<file path="config.mk">
export PLATFORM = sky130hd
export DESIGN_NAME = double_ended_queue
export DESIGN_NICKNAME = d
export VERILOG_FILES = /design/src/rtl/deq_pkg.sv /design/src/rtl/deq_ram.sv /design/src/rtl/double_ended_queue.sv
export SDC_FILE = /design/constraint.sdc
export NUM_CORES = 1
export LEC_CHECK = 0
export BUFFER_PORTS_ARGS = -buffer_cell sky130_fd_sc_hd__buf_4
export CORE_UTILIZATION = 25
export CTS_BUF_LIST = sky130_fd_sc_hd__clkbuf_8
export CTS_CLUSTER_DIAMETER = 120
export DETAILED_ROUTE_END_ITERATION = 10
export PLACE_DENSITY_LB_ADDON = 0.25
export SLEW_MARGIN = 15
export SYNTH_ARGS = -nofsm -noshare
export SYNTH_HDL_FRONTEND = slang
export SYNTH_SLANG_ARGS = --single-unit
</file>
<file path="constraint.sdc">
create_clock -name i_clk -period 4.3 [get_ports i_clk]
set_input_delay 0 -clock i_clk [delete_from_list [all_inputs] [get_ports i_clk]]
set_output_delay 0 -clock i_clk [all_outputs]
set_load 0.03 [all_outputs]
</file>
<file path="src/rtl/deq_pkg.sv">
// Shared types and constants for the double-ended queue.
package deq_pkg;

    localparam int DEPTH_DEFAULT = 16;
    localparam int DATA_W        = 32;
    localparam int CMD_W         = 3;
    localparam int STAT_W        = 2;
    localparam int POS_W         = 4;

    typedef enum logic [CMD_W-1:0] {
        CMD_PUSH_FRONT = 3'd0,
        CMD_PUSH_BACK  = 3'd1,
        CMD_POP_FRONT  = 3'd2,
        CMD_POP_BACK   = 3'd3,
        CMD_DUMP       = 3'd4
    } t_cmd;

    typedef enum logic [STAT_W-1:0] {
        ST_OK    = 2'd0,
        ST_EMPTY = 2'd1,
        ST_FULL  = 2'd2
    } t_status;

endpackage

</file>
<file path="src/rtl/deq_ram.sv">
// Generic simple dual-port RAM with one write port and a registered read port.
module deq_ram #(
    parameter int WIDTH = 32,
    parameter int DEPTH = 16,
    localparam int AW   = $clog2(DEPTH)
) (
    input  logic             i_clk,
    input  logic             i_we,
    input  logic [AW-1:0]    i_waddr,
    input  logic [WIDTH-1:0] i_wdata,
    input  logic [AW-1:0]    i_raddr,
    output logic [WIDTH-1:0] o_rdata
);

    logic [WIDTH-1:0] r_mem [DEPTH];
    logic [WIDTH-1:0] r_rdata;

    always_ff @(posedge i_clk) begin
        if (i_we) begin
            r_mem[i_waddr] <= i_wdata;
        end
        r_rdata <= r_mem[i_raddr];
    end

    assign o_rdata = r_rdata;

endmodule

</file>
<file path="src/rtl/double_ended_queue.sv">
// Push: one item per cycle, result in the cycle after start; busy stays low.
// Pop: result follows the registered store read and S_POP; busy is high for one cycle.
// Dump of N entries: first result after the store read, then one per cycle; busy in S_DUMP.
// Empty pop or dump gives its status result in the cycle after start.
// Synchronous active-low reset empties the queue; store contents are left as they are.
module double_ended_queue
    import deq_pkg::*;
#(
    parameter int DEPTH = DEPTH_DEFAULT
) (
    input  logic                     i_clk,
    input  logic                     i_rst_n,
    input  logic                     start,
    output logic                     busy,
    input  logic [CMD_W-1:0]         i_cmd,
    input  logic signed [DATA_W-1:0] i_value,
    output logic                     o_valid,
    output logic [STAT_W-1:0]        o_status,
    output logic signed [DATA_W-1:0] o_data,
    output logic [POS_W-1:0]         o_position,
    output logic                     o_last
);

    localparam int AW = $clog2(DEPTH);
    localparam int CW = $clog2(DEPTH + 1);

    typedef enum logic [2:0] {
        S_IDLE = 3'b001,
        S_POP  = 3'b010,
        S_DUMP = 3'b100
    } t_state;

    t_state              r_state, n_state;
    logic [AW-1:0]       r_front, n_front;
    logic [CW-1:0]       r_occ, n_occ;
    logic [AW-1:0]       r_idx, n_idx;
    logic                r_valid, n_valid;
    logic [STAT_W-1:0]   r_status, n_status;
    logic [DATA_W-1:0]   r_data, n_data;
    logic [POS_W-1:0]    r_pos, n_pos;
    logic                r_last, n_last;

    logic                we;
    logic [AW-1:0]       waddr;
    logic [AW-1:0]       raddr;
    logic [DATA_W-1:0]   rdata;
    logic                full;
    logic                empty;
    logic [CW-1:0]       idx_next;

    // Ring slot at a given offset from a base slot.
    function automatic logic [AW-1:0] wrap(input logic [AW-1:0] base, input logic [CW-1:0] off);
        logic [CW:0] sum;
        sum = (CW+1)'(base) + (CW+1)'(off);
        if (sum >= (CW+1)'(DEPTH)) begin
            sum = sum - (CW+1)'(DEPTH);
        end
        return sum[AW-1:0];
    endfunction

    deq_ram #(
        .WIDTH (DATA_W),
        .DEPTH (DEPTH)
    ) u_ram (
        .i_clk   (i_clk),
        .i_we    (we),
        .i_waddr (waddr),
        .i_wdata (i_value),
        .i_raddr (raddr),
        .o_rdata (rdata)
    );

    assign full     = (r_occ == CW'(DEPTH));
    assign empty    = (r_occ == '0);
    assign idx_next = CW'(r_idx) + CW'(1);

    always_comb begin
        n_state  = r_state;
        n_front  = r_front;
        n_occ    = r_occ;
        n_idx    = r_idx;
        n_valid  = 1'b0;
        n_status = ST_OK;
        n_data   = '0;
        n_pos    = '0;
        n_last   = 1'b1;
        we       = 1'b0;
        waddr    = r_front;
        raddr    = r_front;

        unique case (r_state)
            S_IDLE: begin
                if (start) begin
                    unique case (i_cmd)
                        CMD_PUSH_FRONT: begin
                            n_valid = 1'b1;
                            if (full) begin
                                n_status = ST_FULL;
                            end else begin
                                n_front = (r_front == '0) ? AW'(DEPTH - 1) : r_front - AW'(1);
                                waddr   = n_front;
                                we      = 1'b1;
                                n_occ   = r_occ + CW'(1);
                            end
                        end
                        CMD_PUSH_BACK: begin
                            n_valid = 1'b1;
                            if (full) begin
                                n_status = ST_FULL;
                            end else begin
                                waddr = wrap(r_front, r_occ);
                                we    = 1'b1;
                                n_occ = r_occ + CW'(1);
                            end
                        end
                        CMD_POP_FRONT: begin
                            if (empty) begin
                                n_valid  = 1'b1;
                                n_status = ST_EMPTY;
                            end else begin
                                raddr   = r_front;
                                n_front = wrap(r_front, CW'(1));
                                n_occ   = r_occ - CW'(1);
                                n_state = S_POP;
                            end
                        end
                        CMD_POP_BACK: begin
                            if (empty) begin
                                n_valid  = 1'b1;
                                n_status = ST_EMPTY;
                            end else begin
                                raddr   = wrap(r_front, r_occ - CW'(1));
                                n_occ   = r_occ - CW'(1);
                                n_state = S_POP;
                            end
                        end
                        CMD_DUMP: begin
                            if (empty) begin
                                n_valid  = 1'b1;
                                n_status = ST_EMPTY;
                            end else begin
                                raddr   = r_front;
                                n_idx   = '0;
                                n_state = S_DUMP;
                            end
                        end
                        default: begin
                            // Drop unknown commands without a result.
                        end
                    endcase
                end
            end
            S_POP: begin
                n_valid = 1'b1;
                n_data  = rdata;
                n_state = S_IDLE;
            end
            S_DUMP: begin
                // Emit the entry read last cycle and fetch the next one.
                n_valid = 1'b1;
                n_data  = rdata;
                n_pos   = POS_W'(r_idx);
                n_last  = (idx_next == r_occ);
                raddr   = wrap(r_front, idx_next);
                n_idx   = idx_next[AW-1:0];
                if (n_last) begin
                    n_state = S_IDLE;
                end
            end
            default: begin
                n_state = S_IDLE;
            end
        endcase
    end

    always_ff @(posedge i_clk) begin
        if (!i_rst_n) begin
            r_state <= S_IDLE;
            r_front <= '0;
            r_occ   <= '0;
            r_valid <= 1'b0;
        end else begin
            r_state <= n_state;
            r_front <= n_front;
            r_occ   <= n_occ;
            r_valid <= n_valid;
        end
    end

    always_ff @(posedge i_clk) begin
        r_idx    <= n_idx;
        r_status <= n_status;
        r_data   <= n_data;
        r_pos    <= n_pos;
        r_last   <= n_last;
    end

    assign busy       = (r_state != S_IDLE);
    assign o_valid    = r_valid;
    assign o_status   = r_status;
    assign o_data     = r_data;
    assign o_position = r_pos;
    assign o_last     = r_last;

endmodule

</file>
======== Yosys cells after proc, flatten, opt, wreduce, memory -nomap -nowiden ========
Memories as Yosys holds them, arrays and structs flattened. A register that Yosys moved wholly into a read port is not among the register bits.
Cells that the tools add are included.
storage, ports and cells
  bits in registers ....................... 56
  memory bits (writable) .................. 512
  bits of input ports ..................... 38
  output and inout port bits .............. 41
  logic and storage cells ................. 103
  memories ................................ 1
operators by class
  add/subtract/negate cells ............... 12
  $lt $le $gt $ge ......................... 4
  eq/ne operators ......................... 20
  multiplexer cells ....................... 42
  reduce and logical (&&, ||, !) cells .... 15
memory list
  memory       depth  width  rd ports  clocked after Yosys merged registers in  write ports  RTL line       source
  u_ram.r_mem  16     32     1         1                                        1            deq_ram.sv:15  logic [WIDTH-1:0] r_mem [DEPTH];
operator list
  cell                                                                    number
  4-bit two-way mux                                                       16
  4-bit case mux with 2 select lines                                      4
  4-bit by 1-bit subtractor with 4-bit output (second input constant)     5
  4-bit by 5-bit adder with 6-bit output                                  3
  6-bit by 5-bit >= comparator with 1-bit output (second input constant)  3
  3-bit two-way mux                                                       4
  2-bit inequality test (second input constant)                           6
  3-bit case mux with 2 select lines                                      2
  4-bit by 1-bit adder with 5-bit output (second input constant)          2
  5-bit two-way mux                                                       2
  5-bit case mux with 2 select lines                                      1
  5-bit AND reduction                                                     2
  3-bit by 2-bit == test with 1-bit output (second input constant)        3
  1-bit two-way mux                                                       9
  4-bit AND reduction                                                     2
  3-bit by 1-bit == test with 1-bit output (second input constant)        2
  3-bit == test (second input constant)                                   2
  3-bit inequality test (second input constant)                           2
  2-bit nonzero test                                                      3
  2-bit OR reduction                                                      3
  5-bit by 1-bit adder with 5-bit output (second input constant)          1
  5-bit == test                                                           1
  5-bit == test (second input constant)                                   1
  5-bit >= comparator (second input constant)                             1
  12 further kinds                                                        13

======== Longest topological paths before layout ========
  word-level depth ........................ 8
  mapped depth ............................ 14

======== Modules after synthesis ========
Synthesis repeated with hierarchy kept, for this count alone.
second synthesis, totals
  cells, all modules ...................... 1125
  area, all modules ....................... 22587.9 µm²
modules (own cells, without submodules)
  module              times used  cells an instance  area an instance (µm²)
  deq_ram             1           838                19835.3
  double_ended_queue  1           287                2752.6

======== Worst setup path before layout ========
OpenSTA, ideal clock, no wires.
  path type ............................... flip-flop to flip-flop
  start ................................... register r_occ[0]
  end ..................................... memory u_ram.r_mem[14][0], enable pin
  setup time .............................. 0.421 ns
  arrival ................................. 3.476 ns
  required time ........................... 3.879 ns
  setup slack ............................. 0.402 ns
  stages on the path, launching flop included .. 11
  buffers on the path ..................... 1
  period minus slack after synthesis ...... 3.898 ns
  cells stage by stage .................... dfxtp_1 -> inv_1 -> ha_1 -> or4bb_2 -> clkbuf_1 -> o21ai_0 -> a2bb2oi_1 -> nor4_1 -> a21o_1 -> nand3_1 -> nor2_1
on the way
  word-level cells in the longest chain between the ends .. 7
  elaborated cells between the ends (all ways) .. 16
ends and longest elaborated chain
  what                                                                          RTL line                                             source
  from (decl)                                                                   double_ended_queue.sv:35                             logic [CW-1:0] r_occ, n_occ;
  from (signal assigned)                                                        double_ended_queue.sv:185                            r_occ <= n_occ;
  4-bit by 5-bit adder with 6-bit output or 5-bit == test (tied branches)       double_ended_queue.sv:54, double_ended_queue.sv:73
  6-bit by 5-bit >= comparator with 1-bit output, or another cell as far along  double_ended_queue.sv:55                             if (sum >= (CW+1)'(DEPTH)) begin
  4-bit two-way mux or 1-bit two-way mux (tied branches)                        --
  4-bit two-way mux or 1-bit two-way mux (tied branches)                        double_ended_queue.sv:108, double_ended_queue.sv:93
  4-bit case mux with 2 select lines or 1-bit two-way mux (tied branches)       double_ended_queue.sv:94, double_ended_queue.sv:91
  4-bit two-way mux or 1-bit two-way mux (tied branches)                        double_ended_queue.sv:93, deq_ram.sv:19
  4-bit two-way mux or 1-bit two-way mux (tied branches)                        double_ended_queue.sv:91, deq_ram.sv:20
  to (decl)                                                                     deq_ram.sv:15
Parallel ways exist; a longest one is shown, timed or not.

======== Worst setup path after layout ========
  start ................................... register r_occ[0]
  end ..................................... memory u_ram.r_mem[14][4], enable pin
The elaborated chain is that of the path after synthesis.

==> run metrics <==
VDD IR max=228 uV; Post-CTS Hold Buffers=40; Via-to-Cell Ratio=4.50; Worst setup SP type=flop; Worst EP arrival=4.02 ns; initial DRC count=888; Netlist Area Pre-Place=24,300 sq um; Skew-Pair Late Insertion Delay=0.74 ns; core box area=96,600 sq um; placed wire-length estimate=35,700 um; final antenna-violating net count=0; post-cts resize count=0; Final Skew=0.0561 ns; number of synthesized flops with an enable pin=516; I/O Buffers=78; gr ovfl total=0; CP required=4.65 ns; top cell type's share of synthesized area=0.637; post-synthesis cell type count=76; FP Rows=114; die width=314 um; count leader, synth=edfxtp_1; max_cap viols=0; Cell Pwr Density=428 nW/um^2; antenna violations before repair=3; placed instance area=26,500 sq um; layout net count=1,900; drt pass-1 iters=7; GPL Wtd Cong=0.788; H-Tree Depth=3; register area share after synthesis=0.706; static leakage=9.95 nW; Worst-Margin Slew=1.08 ns; layout cell share with drive strength beyond 1=0.159; crit path capture type=flop; vias=14,400; Min Hold Slack=0.115 ns; status=completed; first-pass GRT wire length=96,000 um; Pins Over Slew Limit=0; Avg Cell Area, Syn=14.5 sq um; final WL=64,700 um; #FFs+latches synth=600; Worst Hold Class=in -> reg; Setup-failing EPs final=0; total clock sinks=600; critical path class=reg -> reg; GRT Total Usage=0.131; TritonCTS buffer count=101; Initial Utilization=0.252; Residual DRC=0; Syn Inst Count=1,674; Crit Path Max Fanout=32; Synth async-reset ratio=0; most frequent cells after synthesis=edfxtp_1 (516), nand2_1 (298), mux2i_1 (192); clk buf depth=3; post-CTS setup buffers=0; root buffer cell=clkbuf_8; Area Overhead vs Synth=18.2%; Clk pin slew, worst setup/hold paths=0.07 ns; largest net degree at the start of global routing=77; period utilization=0.854; Die Y=314 um; CTS tree=yes; Boundary Pins=79; top post-synthesis cells by area=edfxtp_1 (64%), mux2i_1 (7.9%), dfxtp_1 (6.9%); Routed WL per cell=20.2 um; design area=28,800 sq um; R2R setup slack=0.63 ns; setup TNS=0 ns; die area=98,500 sq um; Syn Nets=1,730; RSZ-0062 raised after global routing=no; endpoints failing hold=0; Slew headroom=0.282; FMAX=272 MHz; Ys Warns=0; area leader, netlist=edfxtp_1; fin crit period=3.67 ns; dominant synthesized flop cell=edfxtp_1; vias in the first global route=14,900
==> worst max-delay path, cell delays in order (launching register included) <==
cell and delay (ns):
dfxtp_1 0.40, inv_1 0.15, ha_1 0.24, or4bb_2 0.76
o21ai_0 0.13, a2bb2oi_1 0.09, nor4_1 0.30, a21o_1 0.14
nand3_1 0.32, nor2_4 0.20, buf_4 0.55
==> cells in the final DEF (no fill, tap or decap), types with 4 or more instances in the layout <==
cell / count
and2_1: 38
nand3_2: 5
nor2_4: 18
ha_1: 15
clkbuf_8: 107
dlygate4sd3_1: 40
o21ai_0: 13
a211oi_1: 5
nand3_1: 126
mux2i_1: 192
dfxtp_1: 84
a32oi_1: 64
nor3b_1: 4
nor4_1: 5
a21o_1: 6
inv_1: 45
nand2_1: 298
a21oi_1: 18
edfxtp_1: 516
xnor2_1: 9
nor3_1: 7
clkinv_2: 15
buf_4: 114
nor2_1: 25
buf_12: 19
o2111ai_1: 32
xor2_1: 8
clkinv_1: 25
==> final cells by class <==
class                           instances  area, sq um
Clock inverter                         79          424
Sequential cell                       600        17200
Antenna cell                            1         2.50
Multi-Input combinational cell        953         6390
Clock buffer                          107         1470
Fill cell                            9616        67800
Timing Repair Buffer                  173         1640
Tap cell                             1276         1600
Inverter                               15         56.3
==> registers in the layout, indices dropped and copies added, names as in the netlist, 3 cells and up <==
register / flops
u_ram.r_mem: 512
o_data: 32
u_ram.o_rdata: 32
r_occ: 5
o_position: 4
r_front: 4
r_idx: 4
r_state: 3
==> kinds of logic after synthesis <==
logic type,Yosys count,share of synthesized area
flip-flops,600,0.706
AO/OA/AOI/OAI,169,0.0554
AND/OR/NAND/NOR,557,0.105
multiplexers,192,0.0790
XOR/XNOR,17,0.00612
adder cells (fa/ha/maj),18,0.0102
buffers and inverters,121,0.0381
==> through the flow <==
| stage | util | power, mW | setup WS [ns] | std cells |
|---|---|---|---|---|
| 2_1_floorplan | - | 7.25 | 0.402 | 1674 |
| 3_3_place_gp | 0.274 | 7.59 | 0.595 | 2977 |
| 3_5_place_dp | 0.274 | 7.60 | 0.588 | 2977 |
| 4_1_cts | 0.298 | 12.5 | 0.577 | 3203 |
| 5_1_grt | 0.298 | 12.8 | 0.345 | 3204 |
| 6_report | 0.298 | 12.3 | 0.626 | 3204 |
==> metal layers <==
metal | global-route usage | share of wire | vias to the layer above
li1 | - | - | 6672
met1 | 0.168 | 0.44 | 7269
met2 | 0.217 | 0.48 | 364
met3 | 0.0239 | 0.047 | 118
met4 | 0.0530 | 0.029 | 0
met5 | 0 | 0 | -
==> worst paths after layout <==
check	to	start	cells after the start
worst max-delay path	u_ram.r_mem[14][4]$_DFFE_PP_	r_occ[0]$_SDFFE_PN0P_	10
worst min-delay path	u_ram.r_mem[11][12]$_DFFE_PP_	i_value[12]	2
worst max register to register	u_ram.r_mem[14][4]$_DFFE_PP_	r_occ[0]$_SDFFE_PN0P_	10
worst min register to register	o_data[31]$_SDFF_PN0_	u_ram.o_rdata[31]$_DFF_P_	1
==> report_power, final <==
group	leakage, nW	switching (mW)	internal, mW
clock	1.08	2.37	2.44
combinational	3.53	0.629	0.376
sequential	5.34	0.0700	6.42
total	9.95	3.06	9.23
No activity file was read; power rests on OpenSTA's default activity.
